--- src/hdl/tpd_pkg.sv ---
// Shared types, constants and helper functions for the triac phase dimmer.
`timescale 1ns / 1ps

package tpd_pkg;

    // Operation codes carried in s_tuser
    localparam logic [1:0] OP_ZERO_CROSS = 2'd0;
    localparam logic [1:0] OP_PHASE_TICK = 2'd1;
    localparam logic [1:0] OP_RAMP_TICK  = 2'd2;
    localparam logic [1:0] OP_WATCHDOG   = 2'd3;

    // Configuration register indexes
    localparam logic [2:0] REG_RAMP_ENABLE  = 3'd0;
    localparam logic [2:0] REG_RAMP_SPEED   = 3'd1;
    localparam logic [2:0] REG_FIRE_START_1 = 3'd2;
    localparam logic [2:0] REG_FIRE_START_2 = 3'd3;
    localparam logic [2:0] REG_RELAY_DELAY  = 3'd4;

    // Timing constants
    localparam logic [7:0] OFF_LEVEL  = 8'd208;
    localparam logic [7:0] GATE_LIMIT = 8'd240;
    localparam logic [7:0] LOW_SPAN   = 8'd3;
    localparam logic [7:0] HIGH_GAP   = 8'd5;
    localparam logic [7:0] MISS_LIMIT = 8'd200;

    // One result item
    typedef struct packed {
        logic       led_level;
        logic       led_write;
        logic       relay_update;
        logic [7:0] drive_2;
        logic [7:0] drive_1;
        logic       gate_2;
        logic       gate_1;
    } result_t;

    // Conduction width from a ramp level: (208 - level) * 2, low eight bits; zero for level 0
    function automatic logic [7:0] width_of(input logic [7:0] level);
        logic [7:0] diff;
        begin
            diff = OFF_LEVEL - level;
            width_of = (level == 8'd0) ? 8'd0 : {diff[6:0], 1'b0};
        end
    endfunction

    // One step of a level toward its goal
    function automatic logic [7:0] step_toward(input logic [7:0] level,
                                               input logic [7:0] goal);
        begin
            if (level > goal) begin
                step_toward = level - 8'd1;
            end else if (level < goal) begin
                step_toward = level + 8'd1;
            end else begin
                step_toward = level;
            end
        end
    endfunction

    // Gate level after a phase tick for one channel
    function automatic logic fire_gate(input logic [15:0] count,
                                       input logic [7:0]  start,
                                       input logic [7:0]  drive,
                                       input logic        gate);
        logic [16:0] c;
        logic [16:0] s;
        logic [16:0] low_end;
        logic [16:0] high_start;
        begin
            c          = {1'b0, count};
            s          = {9'd0, start};
            low_end    = s + {9'd0, LOW_SPAN};
            high_start = s + {9'd0, HIGH_GAP} + {9'd0, drive};
            if (drive == 8'd0) begin
                fire_gate = gate;
            end else if (c >= s && c < low_end) begin
                fire_gate = 1'b0;
            end else if (c >= high_start && c <= {9'd0, GATE_LIMIT}) begin
                fire_gate = 1'b1;
            end else begin
                fire_gate = gate;
            end
        end
    endfunction

endpackage

--- src/hdl/triac_phase_dimmer_core.sv ---
// Two-channel phase-angle dimmer core: event handling, ramping and result register.
`timescale 1ns / 1ps

// Each input item is one timer event (zero cross, phase tick, ramp tick or
// watchdog tick, selected by s_tuser). The block takes one item per clock
// while the output is not stalled and updates its counters, levels and
// gates in the same cycle; the matching result item appears on the m_ side
// in the cycle after acceptance and is held in the output register until
// taken. A new item is accepted whenever the output register is empty or
// being drained, one item per cycle while m_tready keeps up. Configuration
// writes take effect at the clock edge on which cfg_wr_en is high.
module triac_phase_dimmer_core
    import tpd_pkg::*;
(
    input  logic        aclk,
    input  logic        aresetn,
    // configuration write port
    input  logic        cfg_wr_en,
    input  logic [2:0]  cfg_addr,
    input  logic [15:0] cfg_wdata,
    // input items
    input  logic        s_tvalid,
    output logic        s_tready,
    input  logic [23:0] s_tdata,   // [7:0] target_1, [15:8] target_2, [16] led_blinking
    input  logic [1:0]  s_tuser,   // [1:0] operation
    // result items
    output logic        m_tvalid,
    input  logic        m_tready,
    output logic [23:0] m_tdata    // [0] gate_1, [1] gate_2, [9:2] drive_1,
                                   // [17:10] drive_2, [18] relay_update,
                                   // [19] led_write, [20] led_level
);

    // Configuration registers
    logic        ramp_enable_reg;
    logic [7:0]  ramp_speed_reg;
    logic [7:0]  fire_start_1_reg;
    logic [7:0]  fire_start_2_reg;
    logic [15:0] relay_delay_reg;

    // Dimmer state
    logic [15:0] phase_count_1_reg, phase_count_1_next;
    logic [15:0] phase_count_2_reg, phase_count_2_next;
    logic        gate_level_1_reg, gate_level_1_next;
    logic        gate_level_2_reg, gate_level_2_next;
    logic [7:0]  ramp_level_1_reg, ramp_level_1_next;
    logic [7:0]  ramp_level_2_reg, ramp_level_2_next;
    logic [7:0]  drive_width_1_reg, drive_width_1_next;
    logic [7:0]  drive_width_2_reg, drive_width_2_next;
    logic [7:0]  ramp_divider_reg, ramp_divider_next;
    logic [15:0] relay_wait_reg, relay_wait_next;
    logic        relay_armed_reg, relay_armed_next;
    logic [7:0]  missed_cross_reg, missed_cross_next;

    // Output register
    logic        out_valid_reg;
    result_t     out_reg;
    result_t     result_next;

    // Unpacked input fields
    logic [1:0]  operation;
    logic [7:0]  target_1;
    logic [7:0]  target_2;
    logic        led_blinking;
    logic        in_accept;

    // Working values
    logic [7:0]  goal_1;
    logic [7:0]  goal_2;
    logic [7:0]  base_level_1;
    logic [7:0]  base_level_2;
    logic [7:0]  divider_inc;
    logic [15:0] wait_inc;
    logic [7:0]  miss_inc;
    logic        relay_strobe;
    logic        led_wr;
    logic        led_lvl;

    assign operation    = s_tuser;
    assign target_1     = s_tdata[7:0];
    assign target_2     = s_tdata[15:8];
    assign led_blinking = s_tdata[16];

    assign s_tready  = !out_valid_reg || m_tready;
    assign in_accept = s_tvalid && s_tready;

    assign m_tvalid = out_valid_reg;
    assign m_tdata  = {3'd0, out_reg};

    // Write configuration registers
    always_ff @(posedge aclk) begin
        if (!aresetn) begin
            ramp_enable_reg  <= 1'b1;
            ramp_speed_reg   <= 8'd1;
            fire_start_1_reg <= 8'd2;
            fire_start_2_reg <= 8'd2;
            relay_delay_reg  <= 16'd60;
        end else if (cfg_wr_en) begin
            case (cfg_addr)
                REG_RAMP_ENABLE:  ramp_enable_reg  <= cfg_wdata[0];
                REG_RAMP_SPEED:   ramp_speed_reg   <= cfg_wdata[7:0];
                REG_FIRE_START_1: fire_start_1_reg <= cfg_wdata[7:0];
                REG_FIRE_START_2: fire_start_2_reg <= cfg_wdata[7:0];
                REG_RELAY_DELAY:  relay_delay_reg  <= cfg_wdata;
                default: ;
            endcase
        end
    end

    // Compute next state and result for the item at the input
    always_comb begin
        phase_count_1_next = phase_count_1_reg;
        phase_count_2_next = phase_count_2_reg;
        gate_level_1_next  = gate_level_1_reg;
        gate_level_2_next  = gate_level_2_reg;
        ramp_level_1_next  = ramp_level_1_reg;
        ramp_level_2_next  = ramp_level_2_reg;
        drive_width_1_next = drive_width_1_reg;
        drive_width_2_next = drive_width_2_reg;
        ramp_divider_next  = ramp_divider_reg;
        relay_wait_next    = relay_wait_reg;
        relay_armed_next   = relay_armed_reg;
        missed_cross_next  = missed_cross_reg;
        relay_strobe       = 1'b0;
        led_wr             = 1'b0;
        led_lvl            = 1'b0;

        goal_1       = (target_1 == 8'd0) ? OFF_LEVEL : target_1;
        goal_2       = (target_2 == 8'd0) ? OFF_LEVEL : target_2;
        base_level_1 = (target_1 == 8'd0) ? OFF_LEVEL : ramp_level_1_reg;
        base_level_2 = (target_2 == 8'd0) ? OFF_LEVEL : ramp_level_2_reg;
        divider_inc  = ramp_divider_reg + 8'd1;
        wait_inc     = relay_wait_reg + 16'd1;
        miss_inc     = missed_cross_reg + 8'd1;

        unique case (operation)
            OP_ZERO_CROSS: begin
                // Restart both phases and arm the relay delay
                gate_level_1_next  = 1'b1;
                gate_level_2_next  = 1'b1;
                phase_count_1_next = 16'd0;
                phase_count_2_next = 16'd0;
                if (!relay_armed_reg) begin
                    relay_wait_next  = 16'd0;
                    relay_armed_next = 1'b1;
                end
                missed_cross_next = 8'd0;
            end
            OP_PHASE_TICK: begin
                // Advance relay delay, then phase counters and gates
                if (relay_armed_reg) begin
                    relay_wait_next = wait_inc;
                    if (wait_inc >= relay_delay_reg) begin
                        relay_armed_next = 1'b0;
                        relay_strobe     = 1'b1;
                        led_wr           = !led_blinking;
                        led_lvl          = !led_blinking;
                    end
                end
                phase_count_1_next = phase_count_1_reg + 16'd1;
                phase_count_2_next = phase_count_2_reg + 16'd1;
                gate_level_1_next  = fire_gate(phase_count_1_next, fire_start_1_reg,
                                               drive_width_1_reg, gate_level_1_reg);
                gate_level_2_next  = fire_gate(phase_count_2_next, fire_start_2_reg,
                                               drive_width_2_reg, gate_level_2_reg);
            end
            OP_RAMP_TICK: begin
                // Force off on zero target, step levels when the divider expires
                ramp_level_1_next = base_level_1;
                ramp_level_2_next = base_level_2;
                if (ramp_enable_reg) begin
                    ramp_divider_next = divider_inc;
                    if (divider_inc >= ramp_speed_reg) begin
                        ramp_divider_next  = 8'd0;
                        ramp_level_1_next  = step_toward(base_level_1, goal_1);
                        ramp_level_2_next  = step_toward(base_level_2, goal_2);
                        drive_width_1_next = width_of(ramp_level_1_next);
                        drive_width_2_next = width_of(ramp_level_2_next);
                    end
                end
            end
            OP_WATCHDOG: begin
                // Count ticks without a zero cross; strobe past the limit
                missed_cross_next = miss_inc;
                if (miss_inc > MISS_LIMIT) begin
                    relay_strobe      = 1'b1;
                    led_wr            = !led_blinking;
                    missed_cross_next = 8'd0;
                end
            end
            default: ;
        endcase

        result_next.gate_1       = gate_level_1_next;
        result_next.gate_2       = gate_level_2_next;
        result_next.drive_1      = drive_width_1_next;
        result_next.drive_2      = drive_width_2_next;
        result_next.relay_update = relay_strobe;
        result_next.led_write    = led_wr;
        result_next.led_level    = led_lvl;
    end

    // Commit state on an accepted item
    always_ff @(posedge aclk) begin
        if (!aresetn) begin
            phase_count_1_reg <= 16'd0;
            phase_count_2_reg <= 16'd0;
            gate_level_1_reg  <= 1'b1;
            gate_level_2_reg  <= 1'b1;
            ramp_level_1_reg  <= 8'd0;
            ramp_level_2_reg  <= 8'd0;
            drive_width_1_reg <= 8'd0;
            drive_width_2_reg <= 8'd0;
            ramp_divider_reg  <= 8'd0;
            relay_wait_reg    <= 16'd0;
            relay_armed_reg   <= 1'b0;
            missed_cross_reg  <= 8'd0;
        end else if (in_accept) begin
            phase_count_1_reg <= phase_count_1_next;
            phase_count_2_reg <= phase_count_2_next;
            gate_level_1_reg  <= gate_level_1_next;
            gate_level_2_reg  <= gate_level_2_next;
            ramp_level_1_reg  <= ramp_level_1_next;
            ramp_level_2_reg  <= ramp_level_2_next;
            drive_width_1_reg <= drive_width_1_next;
            drive_width_2_reg <= drive_width_2_next;
            ramp_divider_reg  <= ramp_divider_next;
            relay_wait_reg    <= relay_wait_next;
            relay_armed_reg   <= relay_armed_next;
            missed_cross_reg  <= missed_cross_next;
        end
    end

    // Hold the result item until the consumer takes it
    always_ff @(posedge aclk) begin
        if (!aresetn) begin
            out_valid_reg <= 1'b0;
        end else if (s_tready) begin
            out_valid_reg <= s_tvalid;
        end
    end

    always_ff @(posedge aclk) begin
        if (in_accept) begin
            out_reg <= result_next;
        end
    end

    // An LED write always comes with a relay strobe
    assert property (@(posedge aclk) disable iff (!aresetn)
        (m_tvalid && out_reg.led_write) |-> out_reg.relay_update)
        else $error("led write without relay strobe");

    // The LED is only lit through a write
    assert property (@(posedge aclk) disable iff (!aresetn)
        (m_tvalid && out_reg.led_level) |-> out_reg.led_write)
        else $error("led level set without led write");

    // Gates only move when an item is accepted
    assert property (@(posedge aclk) disable iff (!aresetn)
        !in_accept |=> ($stable(gate_level_1_reg) && $stable(gate_level_2_reg)))
        else $error("gate level changed without an item");

    // A relay strobe on a phase tick disarms the delay
    assert property (@(posedge aclk) disable iff (!aresetn)
        (in_accept && operation == OP_PHASE_TICK && relay_strobe) |=> !relay_armed_reg)
        else $error("relay still armed after strobe");

endmodule

--- config.mk ---
export PLATFORM = sky130hd
export DESIGN_NAME = triac_phase_dimmer_core
export DESIGN_NICKNAME = d
export VERILOG_FILES = /design/src/hdl/tpd_pkg.sv /design/src/hdl/triac_phase_dimmer_core.sv
export SDC_FILE = /design/constraint.sdc
export NUM_CORES = 1
export LEC_CHECK = 0
export BUFFER_PORTS_ARGS = -buffer_cell sky130_fd_sc_hd__buf_2
export CORE_MARGIN = 2
export CORE_UTILIZATION = 40
export CTS_CLUSTER_DIAMETER = 30
export DETAILED_ROUTE_END_ITERATION = 12
export GPL_TIMING_DRIVEN = 0
export PLACE_DENSITY = 0.58
export SLEW_MARGIN = 20
export SYNTH_ARGS = -nofsm -noshare
export SYNTH_HDL_FRONTEND = slang
export SYNTH_SLANG_ARGS = --single-unit
--- constraint.sdc ---
create_clock -name aclk -period 11.1 [get_ports aclk]
set_input_delay 2.22 -clock aclk [delete_from_list [all_inputs] [get_ports aclk]]
set_output_delay 2.22 -clock aclk [all_outputs]
set_load 0.03 [all_outputs]
Word-level counts from Yosys, hierarchy flattened
Cells that the tools add are included.

Register bits: 162. Bits of input ports: 50. Output and inout bits: 26. Logic and storage cells: 147.

Add/subtract/negate cells: 17. $lt $le $gt $ge: 15. Equality and inequality tests: 9. Multiplexer cells: 53. Reduce and logical (&&, ||, !) cells: 28.

Operator list (count): 8-bit 2-to-1 mux (28); 16-bit one-hot mux with 2 select lines (3); 16-bit by 1-bit adder with 16-bit output (second input constant) (3); 8-bit logical NOT (6); 8-bit by 1-bit adder with 8-bit output (second input constant) (4); 16-bit by 10-bit >= comparator with 1-bit output (2); 16-bit by 8-bit >= comparator with 1-bit output (2); 16-bit by 8-bit <= comparator with 1-bit output (second input constant) (2); 16-bit by 9-bit < comparator with 1-bit output (2); 16-bit 2-to-1 mux (2); 9-bit by 8-bit adder with 10-bit output (2); 8-bit by 2-bit adder with 9-bit output (second input constant) (2); 8-bit by 3-bit adder with 9-bit output (second input constant) (2); 16-bit >= comparator (1); 8-bit > comparator (2); 8-bit < comparator (2); 8-bit one-hot mux with 2 select lines (1); 2-bit AND reduction (8); 8-bit by 1-bit subtractor with 8-bit output (second input constant) (2); 1-bit 2-to-1 mux (14); 7-bit subtractor (first input constant) (2); 1-bit one-hot mux with 2 select lines (5); 8-bit >= comparator (1); 8-bit > comparator (second input constant) (1); other kinds (14) (23).

Longest topological paths before layout
Gate-level depths: netlist of run 1.

Depth after elaboration: 13. Mapped depth: 23. Depth with buffers taken out: 21.

Worst setup path before layout of run 1
No wires, ideal clock.

Path type: input -> register. From: input s_tdata[9]. To: register out_reg (netlist bit m_tdata[14]) (data pin). Library setup time: 271 ps. Data arrival time: 6048 ps. Data required time: 10829 ps. Slack: 4782 ps. Cell stages on the path: 23. Path buffers: 2. Path through: nor4_1 nand2_1 clkbuf_1 nand2_1 inv_1 ha_1 nor2b_1 o211ai_1 a21oi_1 clkbuf_1 nor2_1 nor2_1 xnor2_1 inv_1 ha_1 inv_1 or3_1 nor3_1 nor4_1 nor3_1 nand3_1 nor3_2 o31ai_1.

Longest elaborated chain between the ends: 13. Elaborated cells on any way between the ends: 18. Classes of those cells: add/sub: 3; order compare: 2; mux: 11; reduce/logical: 2.

Ends and longest elaborated chain: start: declaration (RTL line triac_phase_dimmer_core.sv:24) `input logic [23:0] s_tdata,`; 8-bit logical NOT (RTL line triac_phase_dimmer_core.sv:129, triac_phase_dimmer_core.sv:131); 8-bit 2-to-1 mux, on equally long branches (RTL line triac_phase_dimmer_core.sv:131, triac_phase_dimmer_core.sv:129); 8-bit by 1-bit adder with 8-bit output or 8-bit < comparator (tied branches) (RTL line tpd_pkg.sv:53, tpd_pkg.sv:52); 8-bit 2-to-1 mux (RTL line tpd_pkg.sv:52) `end else if (level < goal) begin`; 8-bit 2-to-1 mux * (RTL line tpd_pkg.sv:50) `if (level > goal) begin`; 8-bit 2-to-1 mux * (RTL line triac_phase_dimmer_core.sv:173) `if (divider_inc >= ramp_speed_reg) begin`; 8-bit 2-to-1 mux * (RTL line triac_phase_dimmer_core.sv:171) `if (ramp_enable_reg) begin`; 8-bit 2-to-1 mux * (RTL line triac_phase_dimmer_core.sv:136) `unique case (operation)`; 7-bit subtractor or 8-bit logical NOT (tied branches) (RTL line tpd_pkg.sv:41, tpd_pkg.sv:42); 8-bit 2-to-1 mux * (RTL line tpd_pkg.sv:42) `width_of = (level == 8'd0) ? 8'd0 : {diff[6:0], 1'b0};`; 8-bit 2-to-1 mux * (RTL line triac_phase_dimmer_core.sv:173); 8-bit 2-to-1 mux * (RTL line triac_phase_dimmer_core.sv:171); 8-bit 2-to-1 mux * (RTL line triac_phase_dimmer_core.sv:136); named net drive_width_2_next[4] (RTL line triac_phase_dimmer_core.sv:49) `logic [7:0] drive_width_2_reg, drive_width_2_next;`; end signal: assignment (RTL line triac_phase_dimmer_core.sv:245) `out_reg <= result_next;`; end: declaration (RTL line triac_phase_dimmer_core.sv:57) `result_t out_reg;`.

The timed path passes the listed nets; every way through them passes the cells marked *. The select of a mux whose other input is x is not followed. A chain may end at the register's enable or synchronous reset.

Worst setup path in the final report of run 1
From: input s_tdata[13]. To: register out_reg (netlist bit m_tdata[15]) (data pin).

The elaborated chain is that of the path after synthesis.

==> results of run 1 <==
[kinds of logic after synthesis]
family	synth area share, %
DFF	29.4
muxes	0.948
other	0.0319
adders and majority gates	15.5
buffers and inverters	5.36
AOI/OAI and AO/OA	20.9
and+or+nand+nor	21.8
xor gates and xnor gates	6.04
[area by class of cell]
cell class	instances	area [µm²]	share of cell area, %
multi-input cells	1144	7670	58.2
flip-flops and latches	162	3450	26.2
clock buffers	21	493	3.74
well taps	384	480	3.65
inverters	99	373	2.83
repair buffers	66	353	2.68
plain buffers	62	258	1.96
clock inverters	11	88.8	0.675
[metal layers]
metal | vias up | GRT usage, %
li1 | 5396 | -
met1 | 5028 | 29.3
met2 | 212 | 31.7
met3 | 24 | 2.12
met4 | 0 | 4.76
met5 | - | 0
[critical path, stage by stage]
cell and delay (ns):
buf_2 0.11, nor4_1 0.47, nand2_1 0.18, clkbuf_1 0.28, nand2_1 0.20, inv_1 0.09
ha_1 0.30, nor2b_1 0.13, o211ai_1 0.31, a21oi_1 0.14, clkbuf_1 0.23, nor2_1 0.21
nor2_1 0.08, xnor2_1 0.15, inv_1 0.16, ha_1 0.21, inv_1 0.10, or3_1 0.36
nor3_1 0.13, nor4_1 0.08, nor3_1 0.47, nand3_1 0.17, nor3_2 0.41, o31ai_1 0.18
[path summary, 6_finish.rpt]
| path | slack, ns | to |
|---|---|---|
| worst min register to register | 0.46 | relay_delay_reg[12] |
| worst max-delay path | 3.89 | m_tdata[15] |
| worst max register to register | 6.43 | m_tdata[15] |
| worst min-delay path | 0.46 | relay_delay_reg[12] |
[power by group]
group | total [mW] | switching (mW) | internal [mW]
registers | 0.622 | 0.0123 | 0.610
clock network | 0.590 | 0.266 | 0.324
logic | 0.206 | 0.130 | 0.0753
total | 1.42 | 0.408 | 1.01
[cell usage in the layout (no fill, tap or decap), types with 15 or more instances in the layout]
master and n:
nor3_1 36, nand4_1 15, clkbuf_16 19, ha_1 142, nor2_1 134, a21oi_1 121
nor4_1 17, nand3_1 43, xnor2_1 46, o21ai_0 70, and3_1 27, nand2_1 163
buf_2 70, nand3b_1 15, xor2_1 35, edfxtp_1 21, inv_1 98, a21o_1 26
a22oi_1 30, dfxtp_1 141, clkbuf_1 53
==> summary.txt, run 1 <==
Global routing
  – Vias in the first global route: 9,901
  – Global route total overflow: 0
  – All-Layer GR Usage: between 20% and 30%
  – First-pass GRT wire length: around 50,000 µm
  – Initial antenna violation count: 0
  – Largest net degree at the start of global routing: 21

Critical path
  – Critical Path AT: approximately 7.4 ns
  – Setup CP Type: in -> reg
  – FF-to-FF Start: ramp_level_2_reg[1]
  – Worst Setup SP: s_tdata[13]
  – Critical Path RT: between 10 and 15 ns
  – Crit-path max FO: 10
  – R2R depth: 20
  – CP Capture Type: flop
  – Startpoint types: primary input

Timing
  – Slew Viols, Final: 0
  – Final hold vios: 0
  – Worst slew margin: about 37%
  – Unrepaired setup endpoints after global routing: no
  – Fmax: 0.139 GHz
  – Worst-margin pin slew: between 0.9 and 1 ns
  – Setup ws final: between 3 and 4 ns
  – Setup TNS: 0 ns
  – Final worst path period share: between 60% and 70%
  – Clock skew: 0.00986 ns
  – Worst hold margin: around 0.46 ns
  – Fin crit period: roughly 7.2 ns
  – # setup viols final: 0

Power
  – Overall power: approximately 1.4 mW
  – LEAKAGE: 5.69 nW
  – VDD IR max: around 80 µV
  – Cell Pwr Density: about 110 nW/µm²

Clock tree
  – TritonCTS Sinks: 162
  – CTS max path bufs: 2
  – H-tree depth: 4
  – Post-CTS setup buffer count: 0
  – Clock Latency Late Sink: about 0.43 ns
  – CTS Buf Count: 17
  – CTS Hold Buffers Added: 0
  – Clk slew on worst S/H paths: around 0.07 ns
  – Clk root buf: clkbuf_16
  – CTS tree: yes
  – Post-CTS Resized: 0

Routing
  – Post-DR vias/cell: 5.47
  – 1st-pass router iterations: 5
  – Remaining antenna violation count: 0
  – Vias: ~11,000
  – Highest routed metal layer: met4
  – Total Wirelength: around 30,000 µm
  – M1 WL: approximately 15,000 µm
  – DR WL met3: between 1000 and 1500 µm
  – Initial DRC Count: 800
  – Drc violations: 0
  – Met2 routed WL: 13,600 µm
  – Routed len/inst: 15.6 µm

Synthesis
  – Cell area after synthesis: roughly 12,000 µm²
  – Top cells by area, synth: dfxtp_1, ha_1, edfxtp_1
  – Post-synth top cells: nand2_1, ha_1, dfxtp_1
  – Syn Area/Cell: roughly 8.0 µm²
  – Synth area leader: dfxtp_1
  – FF+latch count, synth: about 160
  – Share of the synthesized area in the top cell type: 24.0%
  – Yosys warnings: 0
  – Distinct cells, synth: 86
  – Post-synth EDFFs: 21
  – Asr flop ratio synth: 0%
  – Mapped Cells: ~1,500
  – Top-count cell post-synth: nand2_1
  – Ys flop type: dfxtp_1
  – Post-synthesis sequential area ratio: roughly 30%

Cells and area
  – Share of post-route cells with drive strength above 1: 8.88%
  – Fillers: around 2,900
  – Area grow syn2layout: 12.1%
  – Non-Filler Instances: 1,949
  – Design area: between 10,000 and 15,000 µm²
  – # nets final: 1,746
  – Finished Core Util: approximately 46%
  – Max FFs per register: 21
  – Number of diodes: 0

Die
  – Core Box Area: around 29,000 µm²
  – Die width: 175 µm
  – IO Count: 76
  – Die area: ~31,000 µm²
  – Die Y: ~180 µm
  – Starting density of the core: approximately two fifths
  – Number of core rows: between 60 and 70

Place
  – GPL Wtd Cong: around 0.86
  – PortBufs: 65
  – Pre-CTS setup slack: roughly 3.6 ns
  – Placed instance area: 12,600 µm²
  – Dpl hpwl: roughly 23,000 µm
  – Placed Cells: around 1,900

Hold path
  – Hold Startpoint: relay_delay_reg[12]
  – Worst Hold Depth: 2
  – Hold Path Class: reg -> reg

Job
  – Maxcap violations: 0

Outcome
  – Status: complete, no violations
Note: power is estimated with default switching activity, not from simulation.
==> run 2, diff against run 1 <==
--- a/config.mk
+++ b/config.mk
@@ -11,7 +11,7 @@
 export CTS_CLUSTER_DIAMETER = 30
 export DETAILED_ROUTE_END_ITERATION = 12
 export GPL_TIMING_DRIVEN = 0
-export PLACE_DENSITY = 0.58
+export PLACE_DENSITY = 0.6
 export SLEW_MARGIN = 20
 export SYNTH_ARGS = -nofsm -noshare
 export SYNTH_HDL_FRONTEND = slang
==> constraint.sdc (replaced) <==
create_clock -name aclk -period 6.4 [get_ports aclk]
set_input_delay 1.28 -clock aclk [delete_from_list [all_inputs] [get_ports aclk]]
set_output_delay 1.28 -clock aclk [all_outputs]
set_load 0.03 [all_outputs]
==> run 2 against run 1 <==
  * First-iteration DRC count decreased by 7.9%
  * Final area fell by 0.17%
  * Power rose by 71%
  * Die area did not move
  * Hold slack worse by 0.00085 ns
  * Final cell count is the same
  * Non-clock buffer count unchanged
  * Critical path depth is the same
  * Sequential power rose by 74%
  * Utilization decreased by 0.078 points
  * Global-route usage decreased by 0.48 points
==> summary.txt, run 2 (synthesis results as in run 1) <==
Global routing
  – Largest net degree at the start of global routing: 28 (+33%)
  – Initial antenna violation count: 0 (unchanged)
  – First-pass GRT wire length: 49,000 µm (-2.4%)
  – Vias in the first global route: 9,806 (-0.96%)
  – All-Layer GR Usage: 19.6% (-0.48 points)
  – Global route total overflow: 0 (unchanged)

Cells and area
  – Non-Filler Instances: 1,949 (unchanged)
  – Most frequent cells in the layout: nand2_1, ha_1, dfxtp_1
  – Fillers: 2,877 (+0.10%)
  – Commonest non-fill, non-tap cell in the layout: nand2_1
  – Share of post-route cells with drive strength above 1: 8.82% (-0.064 points)
  – # nets final: 1,746 (unchanged)
  – Design area: 13,100 µm² (-0.17%)
  – Finished Core Util: 45.7% (-0.078 points)
  – Area grow syn2layout: 11.9%
  – Number of diodes: 0 (unchanged)
  – Max FFs per register: 21 (unchanged)

Power
  – VDD IR max: 110 µV (+34%)
  – LEAKAGE: 5.68 nW (-0.31%)
  – Cell Pwr Density: 185 nW/µm² (+71%)
  – Overall power: 2.43 mW (+71%)

Routing
  – Routed len/inst: 15.4 µm (-1.5%)
  – Post-DR vias/cell: 5.47 (about the same)
  – Drc violations: 0 (unchanged)
  – Initial DRC Count: 737 (-7.9%)
  – Vias: 10,653 (-0.066%)
  – 1st-pass router iterations: 5 (unchanged)
  – Remaining antenna violation count: 0 (unchanged)
  – Total Wirelength: 30,000 µm (-1.5%)

Die
  – Core Box Area: 28,800 µm² (unchanged)
  – Number of core rows: 62 (unchanged)
  – IO Count: 76 (unchanged)
  – Die Y: 175 µm (unchanged)
  – Starting density of the core: 40.8% (unchanged)
  – Die width: 175 µm (unchanged)
  – Die area: 30,700 µm² (unchanged)

Timing
  – Slew Viols, Final: 0 (unchanged)
  – Fin crit period: 5.79 ns
  – Worst slew margin: 44.2% (+6.9 points)
  – Clock skew: 0.0131 ns (+0.00321 ns)
  – Worst hold margin: 0.455 ns (-0.000846 ns)
  – Setup TNS: 0 ns (unchanged)
  – Setup ws final: 0.609 ns (-3.28 ns)
  – Worst-margin pin slew: 0.831 ns (-0.111 ns)
  – Unrepaired setup endpoints after global routing: no
  – Fmax: around 0.17 GHz
  – Final worst path period share: 90.5%
  – Final hold vios: 0 (unchanged)
  – # setup viols final: 0 (unchanged)

Place
  – Placed Cells: 1,917 (unchanged)
  – Dpl hpwl: 22,900 µm (-1.6%)
  – Pre-CTS setup slack: -0.0946 ns (-3.66 ns)
  – GPL Wtd Cong: 0.868 (+1.4%)
  – PortBufs: 65 (unchanged)
  – Placed instance area: 12,600 µm² (about the same)

Clock tree
  – TritonCTS Sinks: 162 (unchanged)
  – H-tree depth: 4 (unchanged)
  – Post-CTS setup buffer count: 0 (unchanged)
  – Clock Latency Late Sink: 0.44 ns (about the same)
  – CTS Buf Count: 17 (unchanged)
  – CTS tree: yes
  – CTS max path bufs: 2 (unchanged)
  – Clk root buf: clkbuf_16
  – Clk slew on worst S/H paths: 0.07 ns (about the same)

Critical path
  – Startpoint types: primary input
  – Worst reg-to-reg setup slack: 2.08 ns (-4.35 ns)
  – R2R depth: 18 (-10%)
  – Worst reg2reg path endpoint: m_tdata[12]
  – Critical Path AT: 5.95 ns (-1.42 ns)
  – Crit-path max FO: 10 (unchanged)
  – CP Capture Type: flop
  – FF-to-FF Start: ramp_level_2_reg[5]
  – Critical Path RT: 6.56 ns (-4.70 ns)
  – Setup CP Type: in -> reg

Hold path
  – Worst Hold Depth: 2 (unchanged)
  – Hold Path Sink: ramp_speed_reg[4]
  – Hold Path Class: reg -> reg
  – Hold Startpoint: ramp_speed_reg[4]

Job
  – Maxcap violations: 0 (unchanged)

Outcome
  – Status: complete, no violations
## run 2: critical path: stages
cell,delay (ns)
buf_2,0.10
nor4_1,0.38
nand2_1,0.15
clkbuf_1,0.27
nand2_1,0.21
inv_1,0.09
ha_1,0.30
nor2b_1,0.13
o211ai_1,0.29
a21oi_1,0.13
clkbuf_1,0.23
nor2_1,0.21
nor2_1,0.09
xnor2_1,0.15
inv_1,0.14
ha_1,0.20
inv_1,0.10
or3_1,0.35
nor3_1,0.13
nor4_1,0.10
nor3_2,0.27
nand3_1,0.17
nor3_4,0.29
o31ai_1,0.15
## run 2: metal layers
metal	track usage [%]	up-vias	part of all wire [%]
li1	-	5416	-
met1	27.4	5022	49
met2	31.3	186	45
met3	3.05	29	4.0
met4	5.24	0	1.5
met5	0	-	0
## run 2: worst max-delay path by stage
stage,start,end,slack (ns),cells past startpoint
after floorplan,s_tdata[9],m_tdata[14],1.02,23
after global placement,s_tdata[13],m_tdata[12],-0.12,24
after detailed placement,s_tdata[13],m_tdata[12],-0.09,24
after CTS,s_tdata[13],m_tdata[12],0.34,24
after global routing,s_tdata[13],m_tdata[14],0.09,24
final,s_tdata[13],m_tdata[12],0.61,24
## run 2: cell type report
| type | count | area (µm²) | area share, % |
|---|---|---|---|
| multi-input cells | 1144 | 7680 | 58.4 |
| flip-flops and latches | 162 | 3450 | 26.3 |
| well taps | 384 | 480 | 3.65 |
| clock buffers | 21 | 462 | 3.51 |
| inverters | 99 | 373 | 2.84 |
| repair buffers | 66 | 345 | 2.63 |
| plain buffers | 62 | 258 | 1.96 |
| clock inverters | 11 | 93.8 | 0.714 |
## run 2: timing repair
action / 4_1_cts / 5_1_grt
hold buffers: 0 / 0
resized for setup: 0 / 2
endpoints found under the setup margin: 0 / 9
## run 2: power breakdown
| part | internal, mW | switching (mW) | total, mW |
|---|---|---|---|
| clock | 0.530 | 0.462 | 0.993 |
| sequential | 1.06 | 0.0212 | 1.08 |
| combinational | 0.130 | 0.225 | 0.355 |
